===== src/fehd_pkg.sv =====
package fehd_pkg;

   localparam int unsigned QueueDepth = 8;
   localparam int unsigned QueuePtrW  = $clog2(QueueDepth);

   localparam logic [31:0] HeaderReset  = 32'hFFFF_AAB1;
   localparam logic [31:0] TrailerReset = 32'hFFFF_CCD1;

   localparam logic [2:0] CountFull = 3'd4;

   // register indexes on the configuration port
   typedef enum logic {
      REG_HEADER  = 1'b0,
      REG_TRAILER = 1'b1
   } reg_index_type;

   // one queued task for the output side: either a whole header burst
   // (four bytes in data) or a single frame byte in data[7:0]
   typedef struct packed {
      logic        is_header;
      logic [31:0] data;
      logic        last;
      logic [31:0] number;
   } entry_type;

endpackage


===== src/fehd_front.sv =====
module fehd_front (
   input  logic                clock,
   input  logic                reset,
   input  logic                req_valid,
   output logic                req_stall,
   input  logic [7:0]          req_data_byte,
   input  logic [31:0]         header_word,
   input  logic [31:0]         trailer_word,
   output fehd_pkg::entry_type push_entry,
   output logic                push,
   input  logic                q_full
);

   logic        in_frame_ff, in_frame_in;
   logic [31:0] window_ff, window_in;
   logic [2:0]  count_ff, count_in;
   logic [31:0] frames_ff, frames_in;

   logic        accept;
   logic [31:0] window_next;
   logic [2:0]  count_next;
   logic        full;
   logic        hdr_hit;
   logic        trl_hit;

   assign req_stall = q_full;
   assign accept    = req_valid && !q_full;

   assign window_next = {window_ff[23:0], req_data_byte};
   assign count_next  = (count_ff < fehd_pkg::CountFull) ? count_ff + 3'd1 : count_ff;
   assign full        = (count_next == fehd_pkg::CountFull);
   assign hdr_hit     = !in_frame_ff && full && (window_next == header_word);
   assign trl_hit     = in_frame_ff && full && (window_next == trailer_word);

   always_comb begin
      in_frame_in = in_frame_ff;
      window_in   = window_ff;
      count_in    = count_ff;
      frames_in   = frames_ff;
      push        = 1'b0;
      push_entry.is_header = hdr_hit;
      push_entry.data      = hdr_hit ? header_word : {24'd0, req_data_byte};
      push_entry.last      = trl_hit;
      push_entry.number    = trl_hit ? frames_ff + 32'd1 : 32'd0;
      if (accept) begin
         window_in = window_next;
         count_in  = count_next;
         push      = in_frame_ff || hdr_hit;
         if (hdr_hit) begin
            in_frame_in = 1'b1;
            count_in    = 3'd0;
         end else if (trl_hit) begin
            in_frame_in = 1'b0;
            count_in    = 3'd0;
            frames_in   = frames_ff + 32'd1;
         end
      end
   end

   always_ff @(posedge clock) begin
      if (reset) begin
         in_frame_ff <= 1'b0;
         window_ff   <= 32'd0;
         count_ff    <= 3'd0;
         frames_ff   <= 32'd0;
      end else begin
         in_frame_ff <= in_frame_in;
         window_ff   <= window_in;
         count_ff    <= count_in;
         frames_ff   <= frames_in;
      end
   end

endmodule


===== src/fehd_queue.sv =====
module fehd_queue (
   input  logic                    clock,
   input  logic                    reset,
   input  fehd_pkg::entry_type     push_entry,
   input  logic                    push,
   output logic                    full,
   output fehd_pkg::entry_type     head_entry,
   input  logic                    pop,
   output logic                    empty
);

   localparam int unsigned PtrW = fehd_pkg::QueuePtrW;

   fehd_pkg::entry_type mem_ff [fehd_pkg::QueueDepth];

   logic [PtrW-1:0] wr_ptr_ff, wr_ptr_in;
   logic [PtrW-1:0] rd_ptr_ff, rd_ptr_in;
   logic [PtrW:0]   count_ff, count_in;
   logic            do_push;
   logic            do_pop;

   assign full       = (count_ff == (PtrW+1)'(fehd_pkg::QueueDepth));
   assign empty      = (count_ff == '0);
   assign head_entry = mem_ff[rd_ptr_ff];
   assign do_push    = push && !full;
   assign do_pop     = pop && !empty;

   always_comb begin
      wr_ptr_in = do_push ? wr_ptr_ff + PtrW'(1) : wr_ptr_ff;
      rd_ptr_in = do_pop ? rd_ptr_ff + PtrW'(1) : rd_ptr_ff;
      count_in  = count_ff;
      unique case ({do_push, do_pop})
         2'b10:   count_in = count_ff + (PtrW+1)'(1);
         2'b01:   count_in = count_ff - (PtrW+1)'(1);
         default: count_in = count_ff;
      endcase
   end

   always_ff @(posedge clock) begin
      if (do_push) begin
         mem_ff[wr_ptr_ff] <= push_entry;
      end
   end

   always_ff @(posedge clock) begin
      if (reset) begin
         wr_ptr_ff <= '0;
         rd_ptr_ff <= '0;
         count_ff  <= '0;
      end else begin
         wr_ptr_ff <= wr_ptr_in;
         rd_ptr_ff <= rd_ptr_in;
         count_ff  <= count_in;
      end
   end

endmodule


===== src/fehd_back.sv =====
module fehd_back (
   input  logic                    clock,
   input  logic                    reset,
   input  fehd_pkg::entry_type     head_entry,
   output logic                    pop,
   input  logic                    empty,
   output logic                    rsp_valid,
   input  logic                    rsp_stall,
   output logic [7:0]              rsp_frame_byte,
   output logic                    rsp_frame_first,
   output logic                    rsp_frame_last,
   output logic [31:0]             rsp_frame_number
);

   logic        valid_ff, valid_in;
   logic [1:0]  sub_ff, sub_in;
   logic [7:0]  byte_ff, byte_in;
   logic        first_ff, first_in;
   logic        last_ff, last_in;
   logic [31:0] number_ff, number_in;

   logic        load;
   logic [7:0]  hdr_byte;

   assign load = !empty && (!valid_ff || !rsp_stall);

   always_comb begin
      unique case (sub_ff)
         2'd0:    hdr_byte = head_entry.data[31:24];
         2'd1:    hdr_byte = head_entry.data[23:16];
         2'd2:    hdr_byte = head_entry.data[15:8];
         default: hdr_byte = head_entry.data[7:0];
      endcase
   end

   always_comb begin
      valid_in  = valid_ff && rsp_stall;
      sub_in    = sub_ff;
      byte_in   = byte_ff;
      first_in  = first_ff;
      last_in   = last_ff;
      number_in = number_ff;
      pop       = 1'b0;
      if (load) begin
         valid_in = 1'b1;
         if (head_entry.is_header) begin
            byte_in   = hdr_byte;
            first_in  = (sub_ff == 2'd0);
            last_in   = 1'b0;
            number_in = 32'd0;
            sub_in    = sub_ff + 2'd1;
            // pop once the fourth header byte is out
            pop       = (sub_ff == 2'd3);
         end else begin
            byte_in   = head_entry.data[7:0];
            first_in  = 1'b0;
            last_in   = head_entry.last;
            number_in = head_entry.number;
            pop       = 1'b1;
         end
      end
   end

   always_ff @(posedge clock) begin
      if (reset) begin
         valid_ff <= 1'b0;
         sub_ff   <= 2'd0;
      end else begin
         valid_ff <= valid_in;
         sub_ff   <= sub_in;
      end
   end

   always_ff @(posedge clock) begin
      byte_ff   <= byte_in;
      first_ff  <= first_in;
      last_ff   <= last_in;
      number_ff <= number_in;
   end

   assign rsp_valid        = valid_ff;
   assign rsp_frame_byte   = byte_ff;
   assign rsp_frame_first  = first_ff;
   assign rsp_frame_last   = last_ff;
   assign rsp_frame_number = number_ff;

endmodule


===== src/frame_extractor_header_tail.sv =====
// Header/trailer frame extractor.
// req channel: one raw stream byte per word (req_data_byte), valid/stall.
// rsp channel: frame bytes with first/last marks; frame_number is the
// running frame count on the last trailer byte and zero elsewhere.
// csr port: APB-style, header_word at 0x0, trailer_word at 0x4, pready
// always high; write only while the block is idle.
// A header match turns one input word into four output words; every
// byte inside a frame gives one output word; bytes outside are dropped.
// An accepted frame byte is written into the task queue and then into the
// output register. Throughput: one input word per cycle, one output word
// per cycle; an 8-entry task queue between classifier and output stage
// absorbs header bursts, and req_stall rises only when that queue is full.
// When rsp_stall is high the output word holds and the queue fills up.
// Reset is synchronous: it empties the queue, drops any pending output,
// restores the default header and trailer and clears the frame count.
module frame_extractor_header_tail (
   input  logic        clock,
   input  logic        reset,
   input  logic        req_valid,
   output logic        req_stall,
   input  logic [7:0]  req_data_byte,
   output logic        rsp_valid,
   input  logic        rsp_stall,
   output logic [7:0]  rsp_frame_byte,
   output logic        rsp_frame_first,
   output logic        rsp_frame_last,
   output logic [31:0] rsp_frame_number,
   input  logic        csr_psel,
   input  logic        csr_penable,
   input  logic        csr_pwrite,
   input  logic [2:0]  csr_paddr,
   input  logic [31:0] csr_pwdata,
   output logic [31:0] csr_prdata,
   output logic        csr_pready
);

   logic [31:0] header_ff, header_in;
   logic [31:0] trailer_ff, trailer_in;
   logic        csr_write;
   fehd_pkg::reg_index_type csr_index;

   fehd_pkg::entry_type     push_entry;
   fehd_pkg::entry_type     head_entry;
   logic                    q_push;
   logic                    q_pop;
   logic                    q_full;
   logic                    q_empty;

   assign csr_pready = 1'b1;
   assign csr_write  = csr_psel && csr_penable && csr_pwrite && csr_pready;
   assign csr_index  = fehd_pkg::reg_index_type'(csr_paddr[2]);

   always_comb begin
      header_in  = header_ff;
      trailer_in = trailer_ff;
      if (csr_write) begin
         unique case (csr_index)
            fehd_pkg::REG_HEADER:  header_in  = csr_pwdata;
            fehd_pkg::REG_TRAILER: trailer_in = csr_pwdata;
            default:               header_in  = header_ff;
         endcase
      end
   end

   always_comb begin
      unique case (csr_index)
         fehd_pkg::REG_HEADER:  csr_prdata = header_ff;
         fehd_pkg::REG_TRAILER: csr_prdata = trailer_ff;
         default:               csr_prdata = 32'd0;
      endcase
   end

   always_ff @(posedge clock) begin
      if (reset) begin
         header_ff  <= fehd_pkg::HeaderReset;
         trailer_ff <= fehd_pkg::TrailerReset;
      end else begin
         header_ff  <= header_in;
         trailer_ff <= trailer_in;
      end
   end

   fehd_front u_front (
      .clock         (clock),
      .reset         (reset),
      .req_valid     (req_valid),
      .req_stall     (req_stall),
      .req_data_byte (req_data_byte),
      .header_word   (header_ff),
      .trailer_word  (trailer_ff),
      .push_entry    (push_entry),
      .push          (q_push),
      .q_full        (q_full)
   );

   fehd_queue u_queue (
      .clock      (clock),
      .reset      (reset),
      .push_entry (push_entry),
      .push       (q_push),
      .full       (q_full),
      .head_entry (head_entry),
      .pop        (q_pop),
      .empty      (q_empty)
   );

   fehd_back u_back (
      .clock            (clock),
      .reset            (reset),
      .head_entry       (head_entry),
      .pop              (q_pop),
      .empty            (q_empty),
      .rsp_valid        (rsp_valid),
      .rsp_stall        (rsp_stall),
      .rsp_frame_byte   (rsp_frame_byte),
      .rsp_frame_first  (rsp_frame_first),
      .rsp_frame_last   (rsp_frame_last),
      .rsp_frame_number (rsp_frame_number)
   );

endmodule


===== config.mk =====
export PLATFORM = sky130hd
export DESIGN_NAME = frame_extractor_header_tail
export DESIGN_NICKNAME = d
export VERILOG_FILES = /design/src/fehd_pkg.sv /design/src/fehd_front.sv /design/src/fehd_queue.sv /design/src/fehd_back.sv /design/src/frame_extractor_header_tail.sv
export SDC_FILE = /design/constraint.sdc
export NUM_CORES = 1
export LEC_CHECK = 0
export BUFFER_PORTS_ARGS = -buffer_cell sky130_fd_sc_hd__buf_2
export CAP_MARGIN = 15
export CORE_ASPECT_RATIO = 0.6
export CORE_UTILIZATION = 55
export DETAILED_ROUTE_END_ITERATION = 7
export PLACE_DENSITY = 0.68
export SYNTH_ARGS = -nofsm -noshare
export SYNTH_HDL_FRONTEND = slang
export SYNTH_HIERARCHICAL = 1
export SYNTH_SLANG_ARGS = --single-unit

===== constraint.sdc =====
create_clock -name clock -period 13 [get_ports clock]
set_input_delay 1.3 -clock clock [delete_from_list [all_inputs] [get_ports clock]]
set_output_delay 1.3 -clock clock [all_outputs]
set_load 0.02 [all_outputs]

==> results_dict.tcl, run 1 <==
set metrics [dict create \
    antenna_found_initial 2 \
    slew_violations 0 \
    ys.flop_type "edfxtp_1" \
    slew_headroom_pct 22.95 \
    htreeDepth 3 \
    grt_pass1_vias 15910 \
    pwr-share-clk_pct 42.8 \
    syn_area_um2 29200 \
    yosysTopAreaCell "edfxtp_1" \
    hold_buffers 0 \
    skew_ns 0.02689 \
    worst-path-max-fanout 38 \
    coreArea_um2 51650 \
    routed_via_density 6.025 \
    nets 1951 \
    clock_path_buffers 3 \
    vias 15870 \
    internal_power_w 0.003531 \
    worstMarginPinSlew_ns 1.156 \
    ys_warn_count 6 \
    place_area_um2 30340 \
    p_comb_share_pct 1.7 \
    swShare_pct 19.65 \
    synth_edf_count 570 \
    post-route-util_pct 62.76 \
    wire_per_inst_um 24.23 \
    start_util_pct 56.53 \
    period_share_pct 38.62 \
    syn_to_final_growth_pct 11.03 \
    firstDrtPassIters 5 \
    post_cts_resized 0 \
    hold_start "u_front/frames_ff[1]" \
    rr_startpoint "u_front/count_ff[0]" \
    worst_path_max_delay_cell "buf_4" \
    setup_violations 0 \
    setup_tns_ns 0 \
    die_y_um 180.5 \
    avgSynthCellArea_um2 16.34 \
    grt-ovfl-total 0 \
    vdd_ir_drop_max_uv 96.49 \
    synth-seq-cells 710 \
    grtUsageTotal_pct 24.06 \
    clk_pin_slew_ns 0.06 \
    grt_setup_unrepaired "false" \
    hp-class "reg -> reg" \
    ys_async_sr_fraction_pct 0 \
    ant_nets 0 \
    finalHoldViolations 0 \
    crit_start "req_data_byte[4]" \
    grt_first_pass_wirelength_um 97170 \
    synth.top_cells.by_count "570 x edfxtp_1, 140 x dfxtp_1, 132 x mux4_2, 125 x nor2_1, 99 x mux2_2" \
    postCtsSetupBuffers 0 \
    finalWirelength_um 63810 \
    dp_hpwl_um 37410 \
    cts-buffers-inserted 66 \
    drc 0 \
    clk-insertion-delay-late_ns 0.59 \
    crit_chain "buf_2 > xnor2_1 > nand4_1 > nor4_1 > and3_1 > buf_4 > nor2_1 > nor2_1 > nand2_2 > nor4_2 > buf_4 > buf_4" \
    cpPeakStageDelay_ns 0.67 \
    finalPower_w 0.004394 \
    max_freq_mhz 199.2 \
    die_area_um2 54040 \
    ys_top_cells_by_area "edfxtp_1 59%, mux4_2 10%, dfxtp_1 9.6%" \
    p_per_area_nw_per_um2 135.5 \
    syn_nets 1848 \
    required_ns 13.20 \
    power_frac_seq_pct 55.5 \
    crit_top_cell "buf_4" \
    endpoint_kind "flop" \
    outcome "finished, final reports clean" \
    drive_gt1_share_pct 25.46 \
    yosysTopAreaCellShare_pct 58.62 \
    drt-initial-drc-count 1808 \
    syn_inst 1787 \
    grt_max_degree 98 \
    yosysSeqAreaShare_pct 68.22 \
    yosysMostFrequentCell "edfxtp_1" \
    startpoint_type "primary input" \
    place.gp.congestion 0.8449 \
    synth.distinct_cells 57 \
    p_switching_w 0.0008634 \
    clock_sinks 710 \
    worstSetupPathType "in -> reg" \
    final_area_um2 32420 \
    cap_violations 0 \
    cts_root_buf "clkbuf_16" \
    arrival_ns 5.22 \
    io-pin-count 127 \
    final.min_clock_period_ns 5.021 \
    die_w_um 299.5 \
    p_leak_nw 9.574 \
    cts_tree "built" \
    port_buffers 123 \
    rows 64 \
]
[per-layer routing]
| layer | wire (um) | GRT usage [%] | vias to the layer above |
|---|---|---|---|
| met5 | 0 | 0 | - |
| met4 | 935 | 5.061 | 0 |
| met3 | 5687 | 4.665 | 75 |
| met2 | 27040 | 33.52 | 664 |
| met1 | 30140 | 39.14 | 8096 |
| li1 | - | - | 7036 |
[path summary, 6_finish.rpt]
| check | end | slack (ns) | depth (start not counted) |
|---|---|---|---|
| hold reg to reg | u_front/frames_ff[1] | 0.49 | 2 |
| setup / recovery | u_queue/mem_ff[0][37] | 7.98 | 12 |
| setup reg to reg | u_queue/mem_ff[0][37] | 8.15 | 12 |
| hold / removal | u_front/frames_ff[1] | 0.49 | 2 |
[through the flow]
step / setup WS, ns / instances / hold WS, ns
floorplan: 3.508 / 1787 / 0.4579
global placement: 7.436 / 2515 / 0.4709
detailed placement: 7.311 / 2515 / 0.4804
CTS: 7.911 / 2633 / 0.4886
global route: 7.642 / 2633 / 0.5199
finish: 7.979 / 2634 / 0.4871
[area by class of cell]
class / count / area [um^2]
Antenna cell: 1 / 2.502
Tap cell: 693 / 867.1
Clock buffer: 93 / 1844
Inverter: 7 / 26.28
Fill cell: 3728 / 19230
Multi-Input combinational cell: 957 / 8697
Clock inverter: 25 / 231.5
Timing Repair Buffer: 148 / 818.3
Sequential cell: 710 / 19930
[power groups by stage]
stage	clock network [W]	registers, W	logic [W]
5_1_grt	0.00201	0.00244	0.0000804
3_3_place_gp	0	0.00249	0.0000717
2_1_floorplan	0	0.00249	0.0000513
4_1_cts	0.00191	0.00244	0.0000742
6_report	0.00188	0.00244	0.0000744
3_5_place_dp	0	0.00249	0.0000738
[placed cells by master (no fill, tap or decap), drive strengths merged, types with 6 or more instances in the layout]
cell type and n:
mux2 100, a222oi 8, nor2 125, mux4 132
nor4 7, dfxtp 140, or3 34, nor3 12
nand2 78, nand3 22, edfxtp 570, xnor2 71
mux2i 66, clkinv 15, nor2b 35, ha 11
o21ai 39, and3 8, nand2b 34, a21oi 67
xor2 29, buf 148, or4 6, inv 10
clkbuf 93, and2 29, nand4 22
[worst max-delay path, delay by kind of cell]
kind,cells,cell delay (ns)
buf+inv,4,1.85
xor+xnor,1,0.16
simple gates,7,1.83
[logic make-up after synthesis]
logic type               Yosys count  synth area share [%]
buffers and inverters            120                 2.198
XOR/XNOR                         100                 3.000
other                              1               0.01284
adder cells (fa/ha/maj)           11                0.4714
AND/OR/NAND/NOR                  423                 7.409
AO/OA/AOI/OAI                    124                 2.387
multiplexers                     298                 16.30
flip-flops                       710                 68.22
[sequential cells by signal (all words and copies together) (netlist names), 4 cells and up, named ones only]
name                     count
u_queue/mem_ff             528
header_ff                   32
u_front/window_ff           24
u_back/rsp_frame_number     32
u_back/rsp_frame_byte        8
trailer_ff                  32
u_front/frames_ff           32
u_queue/count_ff             4
No activity file was read; power rests on OpenSTA's default activity.
==> inputs of run 2 (changes only) <==
--- a/config.mk
+++ b/config.mk
@@ -10,7 +10,7 @@
 export CORE_ASPECT_RATIO = 0.6
 export CORE_UTILIZATION = 55
 export DETAILED_ROUTE_END_ITERATION = 7
-export PLACE_DENSITY = 0.68
+export PLACE_DENSITY = 0.71
 export SYNTH_ARGS = -nofsm -noshare
 export SYNTH_HDL_FRONTEND = slang
 export SYNTH_HIERARCHICAL = 1
==> constraint.sdc (replaced) <==
create_clock -name clock -period 4.1 [get_ports clock]
set_input_delay 0.41 -clock clock [delete_from_list [all_inputs] [get_ports clock]]
set_output_delay 0.41 -clock clock [all_outputs]
set_load 0.02 [all_outputs]
==> results_dict.tcl, run 2 (synthesis gave the netlist of run 1 again) <==
set metrics [dict create \
    slew_headroom_pct 23.80 \
    period_share_pct 79.98 \
    final_cell_mix "570 x edfxtp_1, 135 x dfxtp_1, 132 x mux4_2, 122 x buf_2, 120 x nor2_1" \
    max_freq_mhz 305.0 \
    postCtsSetupBuffers 0 \
    syn_to_final_growth_pct 12.75 \
    cts_root_buf "clkbuf_16" \
    cap_violations 0 \
    outcome "finished, final reports clean" \
    place.gp.congestion 0.8700 \
    grt_first_pass_wirelength_um 95990 \
    arrival_ns 3.58 \
    clock_path_buffers 3 \
    die_area_um2 54040 \
    ff2ff_setup_slack_ns 0.82 \
    worstSetupPathType "reg -> reg" \
    drive_gt1_share_pct 26.91 \
    clk_pin_slew_ns 0.07 \
    wire_per_inst_um 23.77 \
    dp_hpwl_um 39310 \
    finalHoldViolations 0 \
    ant_nets 0 \
    grt_setup_unrepaired "false" \
    grt-ovfl-total 0 \
    clk-insertion-delay-late_ns 0.60 \
    stdcell_count 2655 \
    nets 1973 \
    worst_slack_ns 0.8210 \
    firstDrtPassIters 6 \
    rows 64 \
    post_cts_resized 0 \
    drt-initial-drc-count 1623 \
    skew_ns 0.01472 \
    max_flop_register "u_queue/mem_ff" \
    io-pin-count 127 \
    place_ws_ns 0.6783 \
    worstMarginPinSlew_ns 1.143 \
    endpoint_kind "flop" \
    antenna_found_initial 2 \
    port_buffers 123 \
    grtUsageTotal_pct 23.54 \
    vdd_ir_drop_max_uv 315.0 \
    layout_commonest_cell "edfxtp_1" \
    hold_buffers 0 \
    setup_tns_ns 0 \
    routed_via_density 5.981 \
    dp_cells 2542 \
    grt_max_degree 89 \
    slew_violations 0 \
    finalWirelength_um 63110 \
    cts_tree "built" \
    grt_pass1_vias 15790 \
    vias 15880 \
    p_leak_nw 8.990 \
    setup_violations 0 \
    hp-class "in -> reg" \
    post-route-util_pct 63.74 \
    startpoint_type "flop" \
    htreeDepth 2 \
    final.min_clock_period_ns 3.279 \
    coreArea_um2 51650 \
    start_util_pct 56.53 \
    largest_reg_flops 528 \
    clock_sinks 710 \
    worst-path-max-fanout 20 \
    required_ns 4.40 \
    p_per_area_nw_per_um2 423.0 \
    antenna_cells 0 \
    fillers 3605 \
    die_y_um 180.5 \
    drc 0 \
    cts-buffers-inserted 61 \
    die_w_um 299.5 \
]
run 2: through the flow:
step / hold WS, ns / total power (W) / instance area (um^2)
6_report: 0.07116 / 0.01393 / 32920
2_1_floorplan: 0.4579 / 0.008047 / 29290
3_3_place_gp: 0.4694 / 0.008124 / 30860
5_1_grt: 0.06151 / 0.01432 / 32920
3_5_place_dp: 0.4749 / 0.008132 / 30860
4_1_cts: 0.04277 / 0.01403 / 32920
run 2: final timing paths:
path / startpoint / end / cells past startpoint
worst max-delay path: header_ff[28] / u_queue/mem_ff[5][2] / 9
worst min register to register: u_front/frames_ff[1] / u_front/frames_ff[1] / 2
worst max register to register: header_ff[28] / u_queue/mem_ff[5][2] / 9
worst min-delay path: csr_pwdata[27] / header_ff[27] / 3
run 2: power breakdown:
group	internal (W)	switching [W]	total, W
registers	0.00770	0.0000368	0.00774
logic	0.0000986	0.000141	0.000239
clock network	0.00343	0.00252	0.00595
total	0.0112	0.00270	0.0139
run 2: cell type report:
class	count	area, um^2	area share, %
inverters	7	26.28	0.07981
repair buffers	175	1271	3.861
clock buffers	74	1618	4.914
clock inverters	39	442.9	1.345
flip-flops and latches	710	19930	60.55
multi-input cells	957	8763	26.62
well taps	693	867.1	2.634
run 2: worst max-delay path, stage by stage, from the launching register on:
cell and delay [ns]:
dfxtp_1 0.38, xnor2_1 0.35, nand4_1 0.13, nor4_1 0.28
and3_1 0.26, nor2_4 0.06, nor2_4 0.17, nand3_1 0.34
nor2_4 0.71, buf_12 0.27
run 2: routing by layer:
layer / part of all wire, % / GRT usage (%) / wire length (um) / vias up
met4: 1.3 / 4.551 / 846 / 0
met5: 0 / 0 / 0 / -
met3: 8.5 / 4.521 / 5374 / 60
met1: 47 / 37.81 / 29610 / 8121
met2: 43 / 33.52 / 27280 / 615
li1: - / - / - / 7083
==> inputs of run 3 (changes only) <==
--- a/config.mk
+++ b/config.mk
@@ -10,7 +10,7 @@
 export CORE_ASPECT_RATIO = 0.6
 export CORE_UTILIZATION = 55
 export DETAILED_ROUTE_END_ITERATION = 7
-export PLACE_DENSITY = 0.71
+export PLACE_DENSITY = 0.68
 export SYNTH_ARGS = -nofsm -noshare
 export SYNTH_HDL_FRONTEND = slang
 export SYNTH_HIERARCHICAL = 1
==> constraint.sdc (replaced) <==
create_clock -name clock -period 3.29 [get_ports clock]
set_input_delay 0.329 -clock clock [delete_from_list [all_inputs] [get_ports clock]]
set_output_delay 0.329 -clock clock [all_outputs]
set_load 0.02 [all_outputs]
==> results_dict.tcl, run 3 (synthesis gave the netlist of run 1 again) <==
set metrics [dict create \
    max_flop_register "u_queue/mem_ff" \
    vias 16000 \
    arrival_ns 3.65 \
    worstHoldEndpoint "trailer_ff[18]" \
    syn_to_final_growth_pct 13.00 \
    antenna_found_initial 1 \
    setup_tns_ns 0 \
    finalWirelength_um 64380 \
    grt_max_degree 123 \
    clk-insertion-delay-late_ns 0.58 \
    drive_gt1_share_pct 27.55 \
    worst-path-max-fanout 7 \
    final_cell_mix "570 x edfxtp_1, 135 x dfxtp_1, 132 x mux4_2, 122 x buf_2, 120 x nor2_1" \
    cts_tree "built" \
    worst_slack_ns 0.09425 \
    max_freq_mhz 312.9 \
    die_y_um 180.5 \
    routed_via_density 5.978 \
    endpoint_kind "flop" \
    slew_violations 0 \
    grt_first_pass_wirelength_um 97710 \
    min_path_cells 3 \
    start_util_pct 56.53 \
    ant_nets 0 \
    wire_per_inst_um 24.06 \
    drt-initial-drc-count 1642 \
    holdWs_ns 0.02603 \
    finalHoldViolations 0 \
    hp-class "in -> reg" \
    drc 0 \
    place.gp.congestion 0.8574 \
    layout_commonest_cell "edfxtp_1" \
    clock_sinks 710 \
    dp_hpwl_um 39590 \
    rr_startpoint "u_front/count_ff[1]" \
    cts-buffers-inserted 66 \
    grt_pass1_vias 16060 \
    slew_headroom_pct 45.68 \
    nets 1997 \
    skew_ns 0.01510 \
    vdd_ir_drop_max_uv 340.7 \
    post-route-util_pct 63.88 \
    postCtsSetupBuffers 0 \
    rows 64 \
    cts_root_buf "clkbuf_16" \
    htreeDepth 3 \
    clk_pin_slew_ns 0.06 \
    grtUsageTotal_pct 24.18 \
    ff2ff_setup_slack_ns 0.09 \
    hold_start "csr_pwdata[18]" \
    clock_path_buffers 3 \
    worstMarginPinSlew_ns 0.8147 \
    grt-ovfl-total 0 \
    io-pin-count 127 \
    largest_reg_flops 528 \
    die_area_um2 54040 \
    worstSetupPathType "reg -> reg" \
    r2r_cells 13 \
    die_w_um 299.5 \
    outcome "finished, final reports clean" \
    coreArea_um2 51650 \
    p_per_area_nw_per_um2 522.0 \
    startpoint_type "flop" \
    place_ws_ns 0.1289 \
    p_leak_nw 10.08 \
    period_share_pct 97.14 \
    r2r_end "u_queue/count_ff[3]" \
    finalPower_w 0.01722 \
    final.min_clock_period_ns 3.196 \
    port_buffers 123 \
    required_ns 3.74 \
    setup_violations 0 \
    firstDrtPassIters 8 \
    cap_violations 0 \
]
[run 3: per-stage QoR]
step	area (um^2)	cells
final	32990	2676
after global routing	32990	2675
after global placement	30950	2561
after CTS	32970	2675
after detailed placement	30950	2561
after floorplan	29370	1787
[run 3: critical path, cell delays in order (launching register included)]
cell and delay [ns]:
dfxtp_2 0.34, ha_4 0.24, nor4bb_2 0.36, a21oi_2 0.08, nor4_2 0.23, and3_4 0.24, nor2_4 0.05, nor2_4 0.17
nand2_4 0.08, ha_1 0.40, nor4b_1 0.37, a41oi_1 0.08, o41ai_1 0.09, mux2_1 0.35
[run 3: layout make-up]
| cell class | instances | area, um^2 |
|---|---|---|
| Clock inverter | 24 | 196.4 |
| Tap cell | 693 | 867.1 |
| Inverter | 7 | 26.28 |
| Timing Repair Buffer | 194 | 1351 |
| Sequential cell | 710 | 19940 |
| Antenna cell | 1 | 2.502 |
| Fill cell | 3673 | 18660 |
| Clock buffer | 90 | 1815 |
| Multi-Input combinational cell | 957 | 8798 |
[run 3: worst max path at each step]
| stage | startpoint | endpoint | cells past startpoint |
|---|---|---|---|
| final | u_front/count_ff[1] | u_queue/count_ff[3] | 13 |
| after global routing | u_front/count_ff[1] | u_queue/count_ff[2] | 15 |
| after CTS | u_front/count_ff[0] | u_queue/count_ff[3] | 13 |
| after detailed placement | req_data_byte[0] | u_queue/count_ff[3] | 13 |
| after global placement | req_data_byte[2] | u_queue/count_ff[2] | 15 |
| after floorplan | u_front/count_ff[1] | u_queue/mem_ff[0][0] | 10 |
[run 3: where the power goes]
group | total (W) | internal (W) | switching (W)
sequential | 0.00964 | 0.00960 | 0.0000381
combinational | 0.000330 | 0.000138 | 0.000192
clock | 0.00725 | 0.00410 | 0.00315
total | 0.0172 | 0.0138 | 0.00338
[run 3: routing by layer]
layer	wire length, um	vias to the layer above	share of wire (%)	global-route usage, %
met5	0	-	0	0
met2	27890	555	43	34.42
li1	-	7125	-	-
met1	30170	8229	47	38.67
met4	1062	0	1.6	5.122
met3	5262	89	8.2	4.653
[run 3: what timing repair did]
| item | 4_1_cts | 5_1_grt |
|---|---|---|
| hold buffers | 0 | 0 |
| setup endpoints to repair | 0 | 2 |
| resized for setup | 0 | 5 |
